**src/rcrb_pkg.sv**
```systemverilog
`default_nettype none
package rcrb_pkg;

  typedef enum logic [3:0] {
    ACT_ADD    = 4'd0,
    ACT_ADDI   = 4'd1,
    ACT_SUB    = 4'd2,
    ACT_MUL    = 4'd3,
    ACT_BEQ    = 4'd4,
    ACT_BNE    = 4'd5,
    ACT_SLT    = 4'd6,
    ACT_J      = 4'd7,
    ACT_LW     = 4'd8,
    ACT_SW     = 4'd9,
    ACT_LABEL  = 4'd10,
    ACT_FINISH = 4'd11
  } action_e;

  typedef enum logic [1:0] {
    ST_OK        = 2'd0,
    ST_ZERO_REG  = 2'd1,
    ST_NO_LABEL  = 2'd2,
    ST_BAD_ADDR  = 2'd3
  } status_e;

  typedef enum logic [1:0] {
    CFG_ROW_DELAY  = 2'd0,
    CFG_COL_DELAY  = 2'd1,
    CFG_PROG_LEN   = 2'd2
  } cfg_idx_e;

  localparam int unsigned REG_AW   = 5;
  localparam int unsigned NUM_REGS = 32;
  localparam logic [REG_AW-1:0] ZERO_REG = 5'd31;
  localparam int unsigned DELAY_W  = 10;
  localparam int unsigned PLEN_W   = 17;
  localparam int unsigned CFG_W    = 17;
  localparam int unsigned PC_W     = 16;

  typedef struct packed {
    logic              en;
    logic [REG_AW-1:0] addr;
    logic [31:0]       data;
  } rf_wr_t;

  typedef struct packed {
    logic              en;
    logic [REG_AW-1:0] addr_a;
    logic [REG_AW-1:0] addr_b;
  } rf_rd_t;

endpackage
`default_nettype wire

```
**src/rcrb_regfile.sv**
```systemverilog
`default_nettype none
module rcrb_regfile (
  input  wire logic            clk_i,
  input  wire logic            rst_ni,
  input  wire rcrb_pkg::rf_rd_t rd_i,
  input  wire rcrb_pkg::rf_wr_t wr_i,
  output logic [31:0]          rd_a_o,
  output logic [31:0]          rd_b_o
);

  logic [31:0] mem [rcrb_pkg::NUM_REGS];
  logic [rcrb_pkg::NUM_REGS-1:0] vld_q;
  logic [31:0] data_a_q, data_b_q;
  logic        ok_a_q, ok_b_q;

  always_ff @(posedge clk_i or negedge rst_ni) begin
    if (!rst_ni) begin
      vld_q <= '0;
    end else if (wr_i.en) begin
      vld_q[wr_i.addr] <= 1'b1;
    end
  end

  always_ff @(posedge clk_i) begin
    if (wr_i.en) begin
      mem[wr_i.addr] <= wr_i.data;
    end
  end

  always_ff @(posedge clk_i or negedge rst_ni) begin
    if (!rst_ni) begin
      ok_a_q <= 1'b0;
      ok_b_q <= 1'b0;
    end else if (rd_i.en) begin
      ok_a_q <= vld_q[rd_i.addr_a] && (rd_i.addr_a != rcrb_pkg::ZERO_REG);
      ok_b_q <= vld_q[rd_i.addr_b] && (rd_i.addr_b != rcrb_pkg::ZERO_REG);
    end
  end

  always_ff @(posedge clk_i) begin
    if (rd_i.en) begin
      data_a_q <= mem[rd_i.addr_a];
      data_b_q <= mem[rd_i.addr_b];
    end
  end

  assign rd_a_o = ok_a_q ? data_a_q : 32'd0;
  assign rd_b_o = ok_b_q ? data_b_q : 32'd0;

endmodule
`default_nettype wire

```
**config.mk**
```make
export PLATFORM = sky130hd
export DESIGN_NAME = rcrb_regfile
export DESIGN_NICKNAME = d
export VERILOG_FILES = /design/src/rcrb_pkg.sv /design/src/rcrb_regfile.sv
export SDC_FILE = /design/constraint.sdc
export NUM_CORES = 1
export LEC_CHECK = 0
export BUFFER_PORTS_ARGS = -buffer_cell sky130_fd_sc_hd__buf_2
export CAP_MARGIN = 20
export CORE_UTILIZATION = 60
export CTS_BUF_LIST = sky130_fd_sc_hd__clkbuf_4 sky130_fd_sc_hd__clkbuf_8 sky130_fd_sc_hd__clkbuf_16
export DETAILED_ROUTE_END_ITERATION = 7
export GPL_TIMING_DRIVEN = 0
export PLACE_DENSITY = 0.74
export SETUP_SLACK_MARGIN = 0.02
export SYNTH_ARGS = -nofsm -noshare
export SYNTH_HDL_FRONTEND = slang
export SYNTH_SLANG_ARGS = --single-unit
```
**constraint.sdc**
```tcl
create_clock -name clk_i -period 2.05 [get_ports clk_i]
set_input_delay 0.5125 -clock clk_i [delete_from_list [all_inputs] [get_ports clk_i]]
set_output_delay 0.5125 -clock clk_i [all_outputs]
set_load 0.05 [all_outputs]
```
# Word level (Yosys, flattened, before mapping)
# Memory sizes are Yosys's and may differ from the RTL's. A register that Yosys moved wholly into a read port is not among the register bits.
# Cells that the tools add are included.
word_totals:
  wordCells: 24
  mem_count: 1
  inputBits: 51
  mem_bits_rw: 1024
  regBits: 34
  output_inout_bits: 64
op_classes:
  mux: 10
  eq_ne: 2
  n_reduce_logical: 3
  bitwise_logic: 1
  magnitude_cmp: 4
mem_list:
  columns: ["memory", "words", "word_bits", "read_ports", "rd_ports_with_merged_regs", "wr", "line", "rtl"]
  rows:
  - ["mem", 32, 32, 2, 2, 1, "rcrb_regfile.sv:11", "logic [31:0] mem [rcrb_pkg::NUM_REGS];"]
op_table:
  columns: ["cell", "count"]
  rows:
  - ["32-bit two-way mux", 2]
  - ["32-bit OR", 1]
  - ["5-bit by 6-bit < comparator with 1-bit output (second input constant)", 3]
  - ["1-bit binary-select mux with 5-bit select", 2]
  - ["5-bit != test (second input constant)", 2]
  - ["1-bit demux with 5-bit select", 1]
  - ["5-bit by 1-bit greater-or-equal comparator with 1-bit output (second input constant)", 1]
  - ["1-bit two-way mux", 5]
  - ["1-bit logical AND", 3]

# Depth between registers and ports, before layout
logic_depth:
  depth_word: 5
  depth_mapped: 7
  ltp_nobuf: 4

# Worst setup path before layout
# Ideal clock, no wire load.
synth_path:
  path_kind: "input port to flip-flop"
  startpoint: "input port wr_i[32] (netlist bit)"
  endpoint: "memory mem[12][0] (enable)"
  required_time_ps: 1628
  path_slack_ps: -916
  path_stages: 3
  t_arrival_ps: 2544
  path_cell_list: "or3b_2 clkbuf_1 nor2_1"
synth_rtl:
  columns: ["item", "line", "rtl"]
  rows:
  - ["start: declaration", "rcrb_regfile.sv:6", "input wire rcrb_pkg::rf_wr_t wr_i,"]
  - ["end: declaration", "rcrb_regfile.sv:11", null]
# No word-level cell before the write port.

# Worst setup path in the final report
layout_path:
  startpoint: "register ok_b_q"
  endpoint: "output port rd_b_o[13]"
layout_via:
  elab_chain_cells: 1
layout_rtl:
  columns: ["item", "line", "rtl"]
  rows:
  - ["start: declaration", "rcrb_regfile.sv:14", "logic ok_a_q, ok_b_q;"]
  - ["start signal: assignment", "rcrb_regfile.sv:36", "ok_b_q <= vld_q[rd_i.addr_b] && (rd_i.addr_b != rcrb_pkg::ZERO_REG);"]
  - ["32-bit two-way mux", "rcrb_regfile.sv:48", "assign rd_b_o = ok_b_q ? data_b_q : 32'd0;"]
  - ["end: declaration", "rcrb_regfile.sv:8", "output logic [31:0] rd_b_o"]
# Every way passes these cells.

==> run summary <==
For this run, design rule violations remaining after detail routing come to 0. The final-report hold violation count is 0, and the data arrival time of the critical path is 1850 ps. The worst register-to-register path ends at data_b_q[31]$_DFFE_PP_. The logs give 106 for the number of core rows and 57 for the largest net degree at the start of global routing. The initial utilization of the core area, before any placement, comes to 60.67%. Counting cells, the worst reg-to-reg path comes to 3. The number of inserted filler cells in the final layout is 4493. For the share of the core filled with cells, the log shows 73.32%. The core region is 0.08369 mm2. Summed over all layers, the routed wires come to 166700 um. The checks that failed: negative setup slack.

The final layout contains 2585 nets. For the clock sink count, the log shows 1121. For the least setup slack across all paths after layout, the log shows -315.4 ps. The via count normalized by instance count is 7.684.

The tools report the final number of max-transition violations as 0. The layout overhead on the synthesized area works out to 20.85%. The critical path goes through buf_12, clkbuf_16, and2_4, buf_8. For the I/O pin count, the log shows 115.

The logs give 20 for the initial antenna violation count and 3 for the maximum clock path buffer count. The chip height was 292.9 um; the register bit total from synthesis was 1121. The slew at the pin closest to its max-slew limit came out at 1105 ps. The min-delay analysis places its worst path in the category input port to flip-flop. The final weighted congestion in routability-driven placement was 0.8548. The top fanout value on the critical path is 9. The HPWL after detailed placement came out at 105800 um. For this design the static power due to leakage is 19.95 nW.

The tools report the clock insertion delay at the later pin of the skew report as 700 ps. The startpoint type of the worst setup path is a flip-flop. The tools report the maximum operating frequency as 0.4228 GHz. The critical path starts at ok_b_q$_DFFE_PN0P_. The cell count after synthesis is 2184, and the total via count in the routed design is 29037. The worst clock skew on the final layout was 27.51 ps. Measured along the x axis, the die boundary spans 292.9 um. The category of the most critical setup path is flip-flop to primary output. After detailed routing, the average wire length per cell comes to 44.13 um. The first global-routing pass estimated 225100 um of wire. For the total nets after synthesis, the log shows 2235. Before antenna repair, the detailed router went through 5 iterations. TritonCTS created 114 clock buffers.

For this run, the register share of the synthesized area comes to 65.98%. The number of max-cap violations is 0, and the number of global-route vias before repair is 29234. Measured against its own limit, the worst slew margin works out to 26.35%.

The clock tree synthesis step divided the H-tree into 3 levels. The count of unique library cells instantiated by Yosys is 30, and the power density over the cells is 886.2 mW/mm2. The average size of a mapped cell is 23.25 um2.

The tools report the nature of the critical path endpoint as a primary output. The die covers 0.08578 mm2. In this run, the number of DRC markers left after iteration 0 of detailed routing was 4766. The CTS root buffer was clkbuf_16. Setup violations remaining at the end of the flow were counted as 75. Setup repair after global routing could not meet its margin everywhere. The post-synthesis instance area is 0.05077 mm2. The post-route antenna net violation count came out at 0. For this run, the number of Yosys warnings is 0. Clock-pin slew was measured on the worst setup and hold paths at 60 ps. The data required time at the worst endpoint came out at 1540 ps. Among all stages on the critical path, the largest delay is contributed by dfrtp_4.

The setup slack of the most critical reg-to-reg path came out at -10 ps. TritonCTS built the clock tree. The run finished, with violations left. The startpoint identified for the worst register-to-register timing path is mem[15][31]$_DFFE_PP_. The worst stage delay on the critical path was 480 ps. The logs give 0.8923 mV for the worst-case vdd ir drop and 54.37 mW for the power after layout. In the global route stage, overall resource usage came out at 39.24%. Counting I/O delays and the setup requirement, the final critical path takes 2365 ps.

The share of cells above drive strength 1 works out to 53.82%. The run gives 0 as the residual overflow from global routing. The period utilization works out to 115.4%. The number of I/O port buffers is 106. Following the worst setup path forward leads to its endpoint at rd_b_o[13].
==> cells in the mapped netlist <==
cell / count / area share, %
o21ai_0: 1 / 0.0098
nor2_1: 37 / 0.27
nor4b_1: 1 / 0.017
nor3b_1: 1 / 0.015
and2_1: 64 / 0.79
mux2_2: 66 / 1.5
nand2_1: 5 / 0.037
buf_2: 54 / 0.53
o311a_1: 1 / 0.020
buf_1: 14 / 0.10
clkbuf_1: 79 / 0.58
a31oi_1: 1 / 0.012
nand3_1: 4 / 0.039
buf_4: 11 / 0.16
a2111oi_0: 1 / 0.017
edfxtp_1: 1088 / 64
a221oi_1: 2 / 0.035
mux4_2: 650 / 29
dfrtp_1: 33 / 1.6
nand3b_1: 9 / 0.13
mux2i_1: 14 / 0.28
clkinv_1: 1 / 0.0074
buf_6: 6 / 0.13
o211ai_1: 1 / 0.015
nor2b_1: 3 / 0.037
a22oi_1: 1 / 0.015
or3b_2: 3 / 0.052
or3_1: 1 / 0.012
or2_2: 31 / 0.38
o21a_1: 1 / 0.015
==> cell families after synthesis <==
logic type	count (synthesis)	synth area share [%]
DFF	1121	65.98
muxes	730	30.57
buffers and inverters	165	1.523
and+or+nand+nor	159	1.787
AOI/OAI and AO/OA	9	0.1380
==> worst max-delay path: cells and delay by family, from the launching register on <==
kind | cells | cell delay [ps]
buffers and inverters | 3 | 500
flip-flops | 1 | 480
AND/OR/NAND/NOR | 1 | 170
==> placed cells by master, fill, tap and decap left out, types with 12 or more instances in the layout <==
| master | synthesis | routed |
|---|---|---|
| and2_4 | 0 | 62 |
| buf_12 | 0 | 101 |
| buf_16 | 0 | 18 |
| buf_2 | 54 | 44 |
| buf_4 | 11 | 32 |
| buf_6 | 6 | 47 |
| buf_8 | 0 | 66 |
| clkbuf_1 | 79 | 18 |
| clkbuf_16 | 0 | 139 |
| clkbuf_2 | 0 | 14 |
| clkbuf_4 | 0 | 27 |
| clkbuf_8 | 0 | 31 |
| clkinv_1 | 1 | 21 |
| clkinv_2 | 0 | 17 |
| clkinv_4 | 0 | 12 |
| dfrtp_1 | 33 | 31 |
| diode_2 | 0 | 16 |
| edfxtp_1 | 1088 | 1088 |
| mux2_2 | 66 | 50 |
| mux2_4 | 0 | 16 |
| mux2i_1 | 14 | 14 |
| mux4_2 | 650 | 650 |
| nor2_4 | 0 | 32 |
| or2_2 | 31 | 31 |
==> cell type report <==
cell class / count / area [um2] / area share [%]
repair buffers: 235 / 3372 / 5.496
multi-input cells: 898 / 16960 / 27.64
plain buffers: 163 / 2246 / 3.660
diodes: 16 / 40.04 / 0.06526
clock inverters: 69 / 665.6 / 1.085
well taps: 1134 / 1419 / 2.312
flip-flops and latches: 1121 / 33500 / 54.60
clock buffers: 142 / 3151 / 5.135
inverters: 1 / 3.754 / 0.006118
==> per-layer routing <==
metal	vias to the layer above	part of all wire [%]	GRT usage, %
met3	495	13	10.75
met5	-	0.020	0
met1	15387	33	51.93
met2	2682	47	59.08
li1	10467	-	-
met4	6	6.8	23.80
==> power breakdown <==
group / switching [mW] / internal, mW
sequential: 0.307 / 25.7
clock: 9.13 / 12.3
combinational: 3.68 / 3.26
total: 13.1 / 41.3
==> registers in the layout (all words and copies together), names as in the netlist <==
| register | flops |
|---|---|
| mem | 1024 |
| data_a_q | 32 |
| data_b_q | 32 |
| vld_q | 31 |
| ok_a_q | 1 |
| ok_b_q | 1 |
==> worst min path at each step <==
stage	depth (start not counted)	slack, ps	to	from
finish	1	250	data_a_q[22]$_DFFE_PP_	rd_i[10]
global route	1	250	data_a_q[22]$_DFFE_PP_	rd_i[10]
CTS	1	230	data_a_q[22]$_DFFE_PP_	rd_i[10]
detailed placement	1	480	vld_q[1]$_DFFE_PN0P_	vld_q[1]$_DFFE_PN0P_
global placement	1	470	vld_q[22]$_DFFE_PN0P_	vld_q[22]$_DFFE_PN0P_
floorplan	0	220	ok_a_q$_DFFE_PN0P_	rst_ni
==> timing repair <==
item                                   CTS  global route
pin swaps                               21             3
gates resized for setup                485            66
setup endpoints to repair              539           173
hold buffers                             1             0
endpoints found under the hold margin   33             0
cloned                                   6            11
setup buffers                           50            11
==> per-stage QoR <==
stage | cell area (um2) | instances | worst slack, ps | hold WS (ps) | TNS, ps
6_report | 61360 | 3779 | -315.4 | 252.3 | -14790
5_1_grt | 61340 | 3774 | -318.0 | 254.9 | -15240
4_1_cts | 60660 | 3740 | -303.9 | 227.6 | -13510
3_5_place_dp | 54250 | 3473 | -1910 | 476.1 | -748770
3_3_place_gp | 53230 | 3424 | -2198 | 465.0 | -1574490
2_1_floorplan | 51280 | 2184 | -391.3 | 216.9 | -161450
Power figures use the tool's default switching activity.
